===== config.mk =====
export PLATFORM = sky130hd
export DESIGN_NAME = trapezoidal_motion_profile
export DESIGN_NICKNAME = d
export VERILOG_FILES = /design/src/hdl/tmp_pkg.sv /design/src/hdl/trapezoidal_motion_profile.sv /design/src/hdl/tmp_datapath.sv /design/src/hdl/tmp_ctrl.sv
export SDC_FILE = /design/constraint.sdc
export NUM_CORES = 2
export LEC_CHECK = 0
export ABC_AREA = 1
export BUFFER_PORTS_ARGS = -buffer_cell sky130_fd_sc_hd__buf_2
export CORE_MARGIN = 2
export CORE_UTILIZATION = 43
export DETAILED_ROUTE_END_ITERATION = 16
export SYNTH_ARGS = -nofsm -noshare
export SYNTH_HDL_FRONTEND = slang
export SYNTH_SLANG_ARGS = --single-unit

===== constraint.sdc =====
create_clock -name clk -period 12.1 [get_ports clk]
set_input_delay 2.42 -clock clk [delete_from_list [all_inputs] [get_ports clk]]
set_output_delay 2.42 -clock clk [all_outputs]
set_load 0.01 [all_outputs]

===== src/hdl/tmp_pkg.sv =====
`default_nettype none

package tmp_pkg;

  localparam int FRACTION_BITS_DEFAULT = 16;

  localparam logic [30:0] VEL_LIMIT_RESET    = 31'd98304;
  localparam logic [30:0] ACCELERATION_RESET = 31'd131072;

  // configuration register indexes
  localparam logic CFG_VEL_LIMIT    = 1'b0;
  localparam logic CFG_ACCELERATION = 1'b1;

  localparam logic CMD_TICK       = 1'b0;
  localparam logic CMD_SET_TARGET = 1'b1;

  typedef struct packed {
    logic               cmd;
    logic signed [31:0] target_position;
    logic [15:0]        elapsed_time;
  } in_word_t;

  typedef struct packed {
    logic signed [31:0] position;
    logic [30:0]        velocity;
    logic               arrived;
  } out_word_t;

  typedef enum logic [3:0] {
    DP_NOP,
    DP_LOAD,
    DP_SET_TARGET,
    DP_DIST,
    DP_ARRIVE,
    DP_MUL_VV,
    DP_MUL_AD,
    DP_MUL_DV,
    DP_SPEED,
    DP_MUL_STEP,
    DP_MOVE,
    DP_OUT
  } dp_op_t;

  typedef struct packed {
    dp_op_t op;
  } dp_cmd_t;

  typedef struct packed {
    logic cmd;       // captured item is a set-target
    logic done;      // axis has arrived
    logic near;      // distance below tolerance
    logic out_free;  // output register can take a word this cycle
  } dp_status_t;

  typedef enum logic [3:0] {
    ST_IDLE,
    ST_DECODE,
    ST_CHECK,
    ST_MUL_AD,
    ST_MUL_DV,
    ST_SPEED,
    ST_MUL_STEP,
    ST_MOVE,
    ST_RESULT
  } ctrl_state_t;

endpackage

`default_nettype wire


===== src/hdl/trapezoidal_motion_profile.sv =====
// A set-target, or a tick after arrival, goes from decode straight to the result
// state; a tick that snaps within tolerance passes through the check state; a full
// motion tick runs four products in turn through the single shared 32x32 multiplier.
// A new word is accepted only once the previous one has been loaded into the output.
// Synchronous active-low reset: position, target, speed and arrived go to zero,
// the velocity limit to 1.5 and acceleration to 2.0 (Q16.16).
`default_nettype none

module trapezoidal_motion_profile #(
  parameter int FRACTION_BITS = tmp_pkg::FRACTION_BITS_DEFAULT
) (
  input  wire                clk,
  input  wire                rst_n,
  input  wire                in_valid,
  output logic               in_stall,
  input  tmp_pkg::in_word_t  in_data,
  output logic               out_valid,
  input  wire                out_stall,
  output tmp_pkg::out_word_t out_data,
  input  wire                cfg_we,
  input  wire                cfg_index,
  input  wire  [30:0]        cfg_data
);

  tmp_pkg::dp_cmd_t    cmd;
  tmp_pkg::dp_status_t status;

  tmp_ctrl u_ctrl (
    .clk      (clk),
    .rst_n    (rst_n),
    .in_valid (in_valid),
    .in_stall (in_stall),
    .status   (status),
    .cmd      (cmd)
  );

  tmp_datapath #(
    .FRACTION_BITS (FRACTION_BITS)
  ) u_datapath (
    .clk       (clk),
    .rst_n     (rst_n),
    .in_data   (in_data),
    .cfg_we    (cfg_we),
    .cfg_index (cfg_index),
    .cfg_data  (cfg_data),
    .cmd       (cmd),
    .status    (status),
    .out_valid (out_valid),
    .out_stall (out_stall),
    .out_data  (out_data)
  );

endmodule

`default_nettype wire


===== src/hdl/tmp_datapath.sv =====
`default_nettype none

module tmp_datapath #(
  parameter int FRACTION_BITS = tmp_pkg::FRACTION_BITS_DEFAULT
) (
  input  wire                 clk,
  input  wire                 rst_n,
  input  tmp_pkg::in_word_t   in_data,
  input  wire                 cfg_we,
  input  wire                 cfg_index,
  input  wire  [30:0]         cfg_data,
  input  tmp_pkg::dp_cmd_t    cmd,
  output tmp_pkg::dp_status_t status,
  output logic                out_valid,
  input  wire                 out_stall,
  output tmp_pkg::out_word_t  out_data
);

  localparam logic [63:0] TOL_WIDE  = ((64'd1 << FRACTION_BITS) + 64'd500) / 64'd1000;
  localparam logic [31:0] TOLERANCE = TOL_WIDE[31:0];

  // captured item
  logic        cmd_r;
  logic [31:0] in_tgt_r;
  logic [15:0] dt_r;

  // axis state
  logic [31:0] pos_r, pos_nxt;
  logic [31:0] tgt_r, tgt_nxt;
  logic [30:0] speed_r, speed_nxt;
  logic        done_r, done_nxt;

  // working registers
  logic [31:0] dist_r;
  logic        fwd_r;
  logic [63:0] vv_r;
  logic        brake_r;
  logic [63:0] prod_r;

  logic [30:0] maxv_r;
  logic [30:0] accel_r;

  tmp_pkg::out_word_t out_r;
  logic               out_valid_r;

  logic [31:0] mul_a, mul_b;
  logic [63:0] prod_nxt;
  logic [32:0] err;
  logic [32:0] err_neg;
  logic [63:0] shifted;
  logic [63:0] v64, m64, sum64, vnew;

  // shared 32x32 multiplier, one product per cycle
  always_comb begin
    mul_a = {1'b0, speed_r};
    mul_b = {1'b0, speed_r};
    unique case (cmd.op)
      tmp_pkg::DP_MUL_AD: begin
        mul_a = {1'b0, accel_r};
        mul_b = dist_r;
      end
      tmp_pkg::DP_MUL_DV: begin
        mul_a = {1'b0, accel_r};
        mul_b = {16'd0, dt_r};
      end
      tmp_pkg::DP_MUL_STEP: begin
        mul_a = {1'b0, speed_r};
        mul_b = {16'd0, dt_r};
      end
      default: begin
        mul_a = {1'b0, speed_r};
        mul_b = {1'b0, speed_r};
      end
    endcase
  end

  assign prod_nxt = 64'(mul_a) * 64'(mul_b);

  assign err     = $signed({tgt_r[31], tgt_r}) - $signed({pos_r[31], pos_r});
  assign err_neg = 33'd0 - err;
  assign shifted = prod_r >> FRACTION_BITS;

  // speed update: brake, accelerate with clamp, or cruise
  always_comb begin
    v64   = {33'd0, speed_r};
    m64   = {33'd0, maxv_r};
    sum64 = v64 + shifted;
    vnew  = v64;
    if (brake_r) begin
      vnew = (v64 > shifted) ? v64 - shifted : 64'd0;
    end else if (v64 < m64) begin
      vnew = (sum64 > m64) ? m64 : sum64;
    end
  end

  always_comb begin
    pos_nxt   = pos_r;
    tgt_nxt   = tgt_r;
    speed_nxt = speed_r;
    done_nxt  = done_r;
    unique case (cmd.op)
      tmp_pkg::DP_SET_TARGET: begin
        tgt_nxt   = in_tgt_r;
        speed_nxt = 31'd0;
        done_nxt  = 1'b0;
      end
      tmp_pkg::DP_ARRIVE: begin
        pos_nxt   = tgt_r;
        speed_nxt = 31'd0;
        done_nxt  = 1'b1;
      end
      tmp_pkg::DP_SPEED: begin
        speed_nxt = vnew[30:0];
      end
      tmp_pkg::DP_MOVE: begin
        if (shifted >= {32'd0, dist_r}) begin
          pos_nxt   = tgt_r;
          speed_nxt = 31'd0;
          done_nxt  = 1'b1;
        end else if (fwd_r) begin
          pos_nxt = pos_r + shifted[31:0];
        end else begin
          pos_nxt = pos_r - shifted[31:0];
        end
      end
      default: begin
        pos_nxt = pos_r;
      end
    endcase
  end

  always_ff @(posedge clk) begin
    if (!rst_n) begin
      pos_r   <= 32'd0;
      tgt_r   <= 32'd0;
      speed_r <= 31'd0;
      done_r  <= 1'b0;
    end else begin
      pos_r   <= pos_nxt;
      tgt_r   <= tgt_nxt;
      speed_r <= speed_nxt;
      done_r  <= done_nxt;
    end
  end

  always_ff @(posedge clk) begin
    if (!rst_n) begin
      maxv_r  <= tmp_pkg::VEL_LIMIT_RESET;
      accel_r <= tmp_pkg::ACCELERATION_RESET;
    end else if (cfg_we) begin
      if (cfg_index == tmp_pkg::CFG_VEL_LIMIT) begin
        maxv_r <= cfg_data;
      end else begin
        accel_r <= cfg_data;
      end
    end
  end

  always_ff @(posedge clk) begin
    if (cmd.op == tmp_pkg::DP_LOAD) begin
      cmd_r    <= in_data.cmd;
      in_tgt_r <= in_data.target_position;
      dt_r     <= in_data.elapsed_time;
    end
    if (cmd.op == tmp_pkg::DP_DIST) begin
      fwd_r  <= !err[32] && (err != 33'd0);
      dist_r <= err[32] ? err_neg[31:0] : err[31:0];
    end
    if (cmd.op == tmp_pkg::DP_MUL_VV || cmd.op == tmp_pkg::DP_MUL_AD ||
        cmd.op == tmp_pkg::DP_MUL_DV || cmd.op == tmp_pkg::DP_MUL_STEP) begin
      prod_r <= prod_nxt;
    end
    if (cmd.op == tmp_pkg::DP_MUL_AD) begin
      vv_r <= prod_r;
    end
    // prod_r holds a*dist here, below 2^63
    if (cmd.op == tmp_pkg::DP_MUL_DV) begin
      brake_r <= vv_r >= {prod_r[62:0], 1'b0};
    end
    if (cmd.op == tmp_pkg::DP_OUT) begin
      out_r.position <= pos_r;
      out_r.velocity <= speed_r;
      out_r.arrived  <= done_r;
    end
  end

  always_ff @(posedge clk) begin
    if (!rst_n) begin
      out_valid_r <= 1'b0;
    end else if (cmd.op == tmp_pkg::DP_OUT) begin
      out_valid_r <= 1'b1;
    end else if (!out_stall) begin
      out_valid_r <= 1'b0;
    end
  end

  assign status.cmd      = cmd_r;
  assign status.done     = done_r;
  assign status.near     = dist_r < TOLERANCE;
  assign status.out_free = !out_valid_r || !out_stall;

  assign out_valid = out_valid_r;
  assign out_data  = out_r;

  a_done_at_target: assert property (@(posedge clk) disable iff (!rst_n)
    done_r |-> pos_r == tgt_r)
    else $error("arrived but position differs from target");

  a_done_stopped: assert property (@(posedge clk) disable iff (!rst_n)
    done_r |-> speed_r == 31'd0)
    else $error("arrived with nonzero speed");

  a_out_loaded: assert property (@(posedge clk) disable iff (!rst_n)
    cmd.op == tmp_pkg::DP_OUT |=> out_valid_r)
    else $error("output word not presented after load");

endmodule

`default_nettype wire


===== src/hdl/tmp_ctrl.sv =====
`default_nettype none

module tmp_ctrl (
  input  wire                 clk,
  input  wire                 rst_n,
  input  wire                 in_valid,
  output logic                in_stall,
  input  tmp_pkg::dp_status_t status,
  output tmp_pkg::dp_cmd_t    cmd
);

  tmp_pkg::ctrl_state_t state_r, state_nxt;

  always_ff @(posedge clk) begin
    if (!rst_n) begin
      state_r <= tmp_pkg::ST_IDLE;
    end else begin
      state_r <= state_nxt;
    end
  end

  always_comb begin
    state_nxt = state_r;
    unique case (state_r)
      tmp_pkg::ST_IDLE: begin
        if (in_valid) state_nxt = tmp_pkg::ST_DECODE;
      end
      tmp_pkg::ST_DECODE: begin
        if (status.cmd || status.done) state_nxt = tmp_pkg::ST_RESULT;
        else state_nxt = tmp_pkg::ST_CHECK;
      end
      tmp_pkg::ST_CHECK: begin
        if (status.near) state_nxt = tmp_pkg::ST_RESULT;
        else state_nxt = tmp_pkg::ST_MUL_AD;
      end
      tmp_pkg::ST_MUL_AD:   state_nxt = tmp_pkg::ST_MUL_DV;
      tmp_pkg::ST_MUL_DV:   state_nxt = tmp_pkg::ST_SPEED;
      tmp_pkg::ST_SPEED:    state_nxt = tmp_pkg::ST_MUL_STEP;
      tmp_pkg::ST_MUL_STEP: state_nxt = tmp_pkg::ST_MOVE;
      tmp_pkg::ST_MOVE:     state_nxt = tmp_pkg::ST_RESULT;
      tmp_pkg::ST_RESULT: begin
        if (status.out_free) state_nxt = tmp_pkg::ST_IDLE;
      end
      default: state_nxt = tmp_pkg::ST_IDLE;
    endcase
  end

  always_comb begin
    cmd.op   = tmp_pkg::DP_NOP;
    in_stall = 1'b1;
    unique case (state_r)
      tmp_pkg::ST_IDLE: begin
        in_stall = 1'b0;
        if (in_valid) cmd.op = tmp_pkg::DP_LOAD;
      end
      tmp_pkg::ST_DECODE: begin
        priority if (status.cmd) cmd.op = tmp_pkg::DP_SET_TARGET;
        else if (status.done) cmd.op = tmp_pkg::DP_NOP;
        else cmd.op = tmp_pkg::DP_DIST;
      end
      tmp_pkg::ST_CHECK: begin
        if (status.near) cmd.op = tmp_pkg::DP_ARRIVE;
        else cmd.op = tmp_pkg::DP_MUL_VV;
      end
      tmp_pkg::ST_MUL_AD:   cmd.op = tmp_pkg::DP_MUL_AD;
      tmp_pkg::ST_MUL_DV:   cmd.op = tmp_pkg::DP_MUL_DV;
      tmp_pkg::ST_SPEED:    cmd.op = tmp_pkg::DP_SPEED;
      tmp_pkg::ST_MUL_STEP: cmd.op = tmp_pkg::DP_MUL_STEP;
      tmp_pkg::ST_MOVE:     cmd.op = tmp_pkg::DP_MOVE;
      tmp_pkg::ST_RESULT: begin
        if (status.out_free) cmd.op = tmp_pkg::DP_OUT;
      end
      default: cmd.op = tmp_pkg::DP_NOP;
    endcase
  end

  a_accept_decodes: assert property (@(posedge clk) disable iff (!rst_n)
    in_valid && !in_stall |=> state_r == tmp_pkg::ST_DECODE)
    else $error("accepted word not decoded");

  a_out_only_free: assert property (@(posedge clk) disable iff (!rst_n)
    cmd.op == tmp_pkg::DP_OUT |-> status.out_free)
    else $error("output loaded while occupied");

  a_move_to_result: assert property (@(posedge clk) disable iff (!rst_n)
    state_r == tmp_pkg::ST_MOVE |=> state_r == tmp_pkg::ST_RESULT)
    else $error("move step not followed by result");

endmodule

`default_nettype wire

==> run metrics <==
Worst Path Required=between 10 and 15 ns; CTS sink count=436; Final HPWL DP=around 210,000 um; critical path startpoint=u_ctrl.state_r[3]; layout net count=roughly 9,200; die width=~380 um; async set-reset flop share out of synthesis=0; DRC=0; highest clock rate=~90 MHz; Placer Congestion=between 1 and 1.5; Die Height=about 380 um; sequential-to-total area share from yosys stat=0.187; Port Buffer Count=151; core area=between 0.1 and 0.15 mm^2; worst hold start=u_datapath.prod_r[4]; Clock Path Buffers=3; clock root buffer master=clkbuf_16; Die Area=0.146 mm^2; antenna viol nets, final=0; CP arrival=~12 ns; largest net degree at the start of global routing=78; Final setup viols=0; first-pass GRT wire length=around 370,000 um; status=finished clean; crit path time final=approximately 11 ns; antenna violations before repair=27; leakage=around 32 nW; row count=138; commonest non-fill, non-tap cell in the layout=inv_1; Synth Warn #=0; Max Clock Skew=approximately 0.036 ns; synth-to-layout area growth=8.02%; fin. max-slew vios=0; Design Power=approximately 14 mW; DP Worst Slack=1.10 ns; crit path max-delay cell type=nor2_1; TNS Setup=0 ns; Routed WL=256,000 um; ys flop type=edfxtp_1; RSZ-0062 raised after global routing=false; Synthesized Nets=9,121; R2R Path Start=u_ctrl.state_r[3]; Post-Syn Area=between 0.06 and 0.07 mm^2; max_cap viols=0; crit path kind=register to register; Setup Buffers After CTS=0; number of global-route vias before repair=between 50,000 and 60,000; cts hold-fix bufs=0; fin worst setup slack=between 0.8 and 0.9 ns; initial drt markers=5,872; Final Hold Fails=0; Syn Inst Count=roughly 7,600; gr usage total=0.349; Post-synth EDFFs=between 200 and 300; Slowest Stage Delay on Critical Path=0.92 ns; Yosys reg bits=436; Inserted Clock Buffers=53; CTS tree=done; IO Count=152; VDD IR max=0.154 mV; Hold WS=around 0.46 ns; max-slew headroom at the worst pin=0.147; Worst-Margin Slew=1.27 ns; share of cells above drive strength 1=0.0642; total congestion overflow=0; # fillers=around 14,000; DRT Pass-1 Iters=9; type of the worst min-delay path=register to register; final cycle utilization of the critical path=0.933; clk slew on worst S/H paths=approximately 0.06 ns; via total after detailed routing=54,700; initial core utilization=0.434; syn_area_per_cell=roughly 8.1 um^2; crit path max fanout=between 60 and 70; Setup crit end kind=register; Setup crit start kind=register; commonest cells after routing, fill and taps aside=1,521 x inv_1, 1,365 x nand2_1, 956 x nor2_1; clk_lat worst skew=around 0.68 ns; Synth cell types=63; routed vias/inst=~5.7; post-cts sizing count=0; power density over the cells=around 220 mW/mm^2; H-tree Lvls=2; wire per inst=26.6 um
## synthesized netlist by cell type, types with 19 or more instances
master	count	share of area
o21ai_1	45	0.0037
nand2_1	1365	0.083
nand3_1	186	0.015
inv_1	1521	0.093
nor2_1	961	0.059
a21oi_1	378	0.031
xnor2_1	52	0.0074
buf_2	69	0.0056
edfxtp_1	273	0.13
nor3_1	61	0.0050
o21bai_1	31	0.0038
a21o_1	20	0.0024
ha_1	538	0.11
dfxtp_1	163	0.053
nand4_1	80	0.0082
xor2_1	159	0.023
a21oi_2	32	0.0046
clkinv_1	19	0.0012
o211ai_1	34	0.0042
nor4_1	28	0.0029
clkbuf_1	166	0.010
a31oi_1	52	0.0053
o21ai_0	313	0.026
fa_1	870	0.28
## area by class of cell
class / instances / area [um^2] / share of cell area
Clock inverter: 29 / 317 / 0.00477
Sequential cell: 436 / 11500 / 0.173
Multi-Input combinational cell: 5378 / 43100 / 0.650
Clock buffer: 68 / 1560 / 0.0235
Inverter: 1557 / 5850 / 0.0881
Antenna cell: 7 / 17.5 / 0.000264
Tap cell: 1890 / 2360 / 0.0357
Timing Repair Buffer: 273 / 1670 / 0.0252
## where the power goes
part | total, mW | internal (mW) | switching (mW)
Combinational | 10.2 | 2.93 | 7.23
Clock | 1.74 | 1.00 | 0.739
Sequential | 2.43 | 2.08 | 0.353
Total | 14.3 | 6.01 | 8.33
## through the flow
step / util / cells / cell area, um^2
after floorplan: - / 7627 / 61400
after global placement: 0.455 / 9534 / 64400
after detailed placement: 0.455 / 9534 / 64400
after CTS: 0.468 / 9631 / 66300
after global routing: 0.468 / 9634 / 66300
final: 0.468 / 9638 / 66300
## routing by layer
layer,GRT usage,up-vias,share of wire
met5,0,-,0.00050
met4,0.170,14,0.059
met3,0.0843,637,0.11
met2,0.525,2976,0.43
met1,0.470,27100,0.40
li1,-,23900,-
## worst max-delay path: cells and delay by family (launching register included)
family,cells,cell delay (ns)
simple gates,6,1.71
fa+ha+maj,9,4.62
xor+xnor,1,0.15
buf+inv,12,2.32
compound gates,7,1.83
flops,1,0.33
## logic make-up (layout without fill, tap and decap cells)
kind of cell,count (synthesis),count (layout),synth area share
xor+xnor,212,212,0.0305
fa+ha+maj,1408,1408,0.393
buf+inv,1813,1927,0.114
simple gates,2749,2749,0.182
flops,436,436,0.187
other cells,0,7,0
compound gates,1009,1009,0.0940
## sequential cells by signal, summed over array words and instances, names as in the netlist, 32 cells and up
signal,count
u_datapath.dist_r,32
u_datapath.tgt_r,32
u_datapath.out_data,64
u_datapath.vv_r,63
u_datapath.pos_r,32
u_datapath.prod_r,63
u_datapath.in_tgt_r,32
## worst paths after layout
check / end / slack [ns] / depth (start not counted)
setup / recovery: u_datapath.prod_r[46] / 0.81 / 35
hold / removal: u_datapath.vv_r[4] / 0.46 / 0
setup reg to reg: u_datapath.prod_r[46] / 0.81 / 35
hold reg to reg: u_datapath.vv_r[4] / 0.46 / 0
Power figures use the tool's default switching activity.
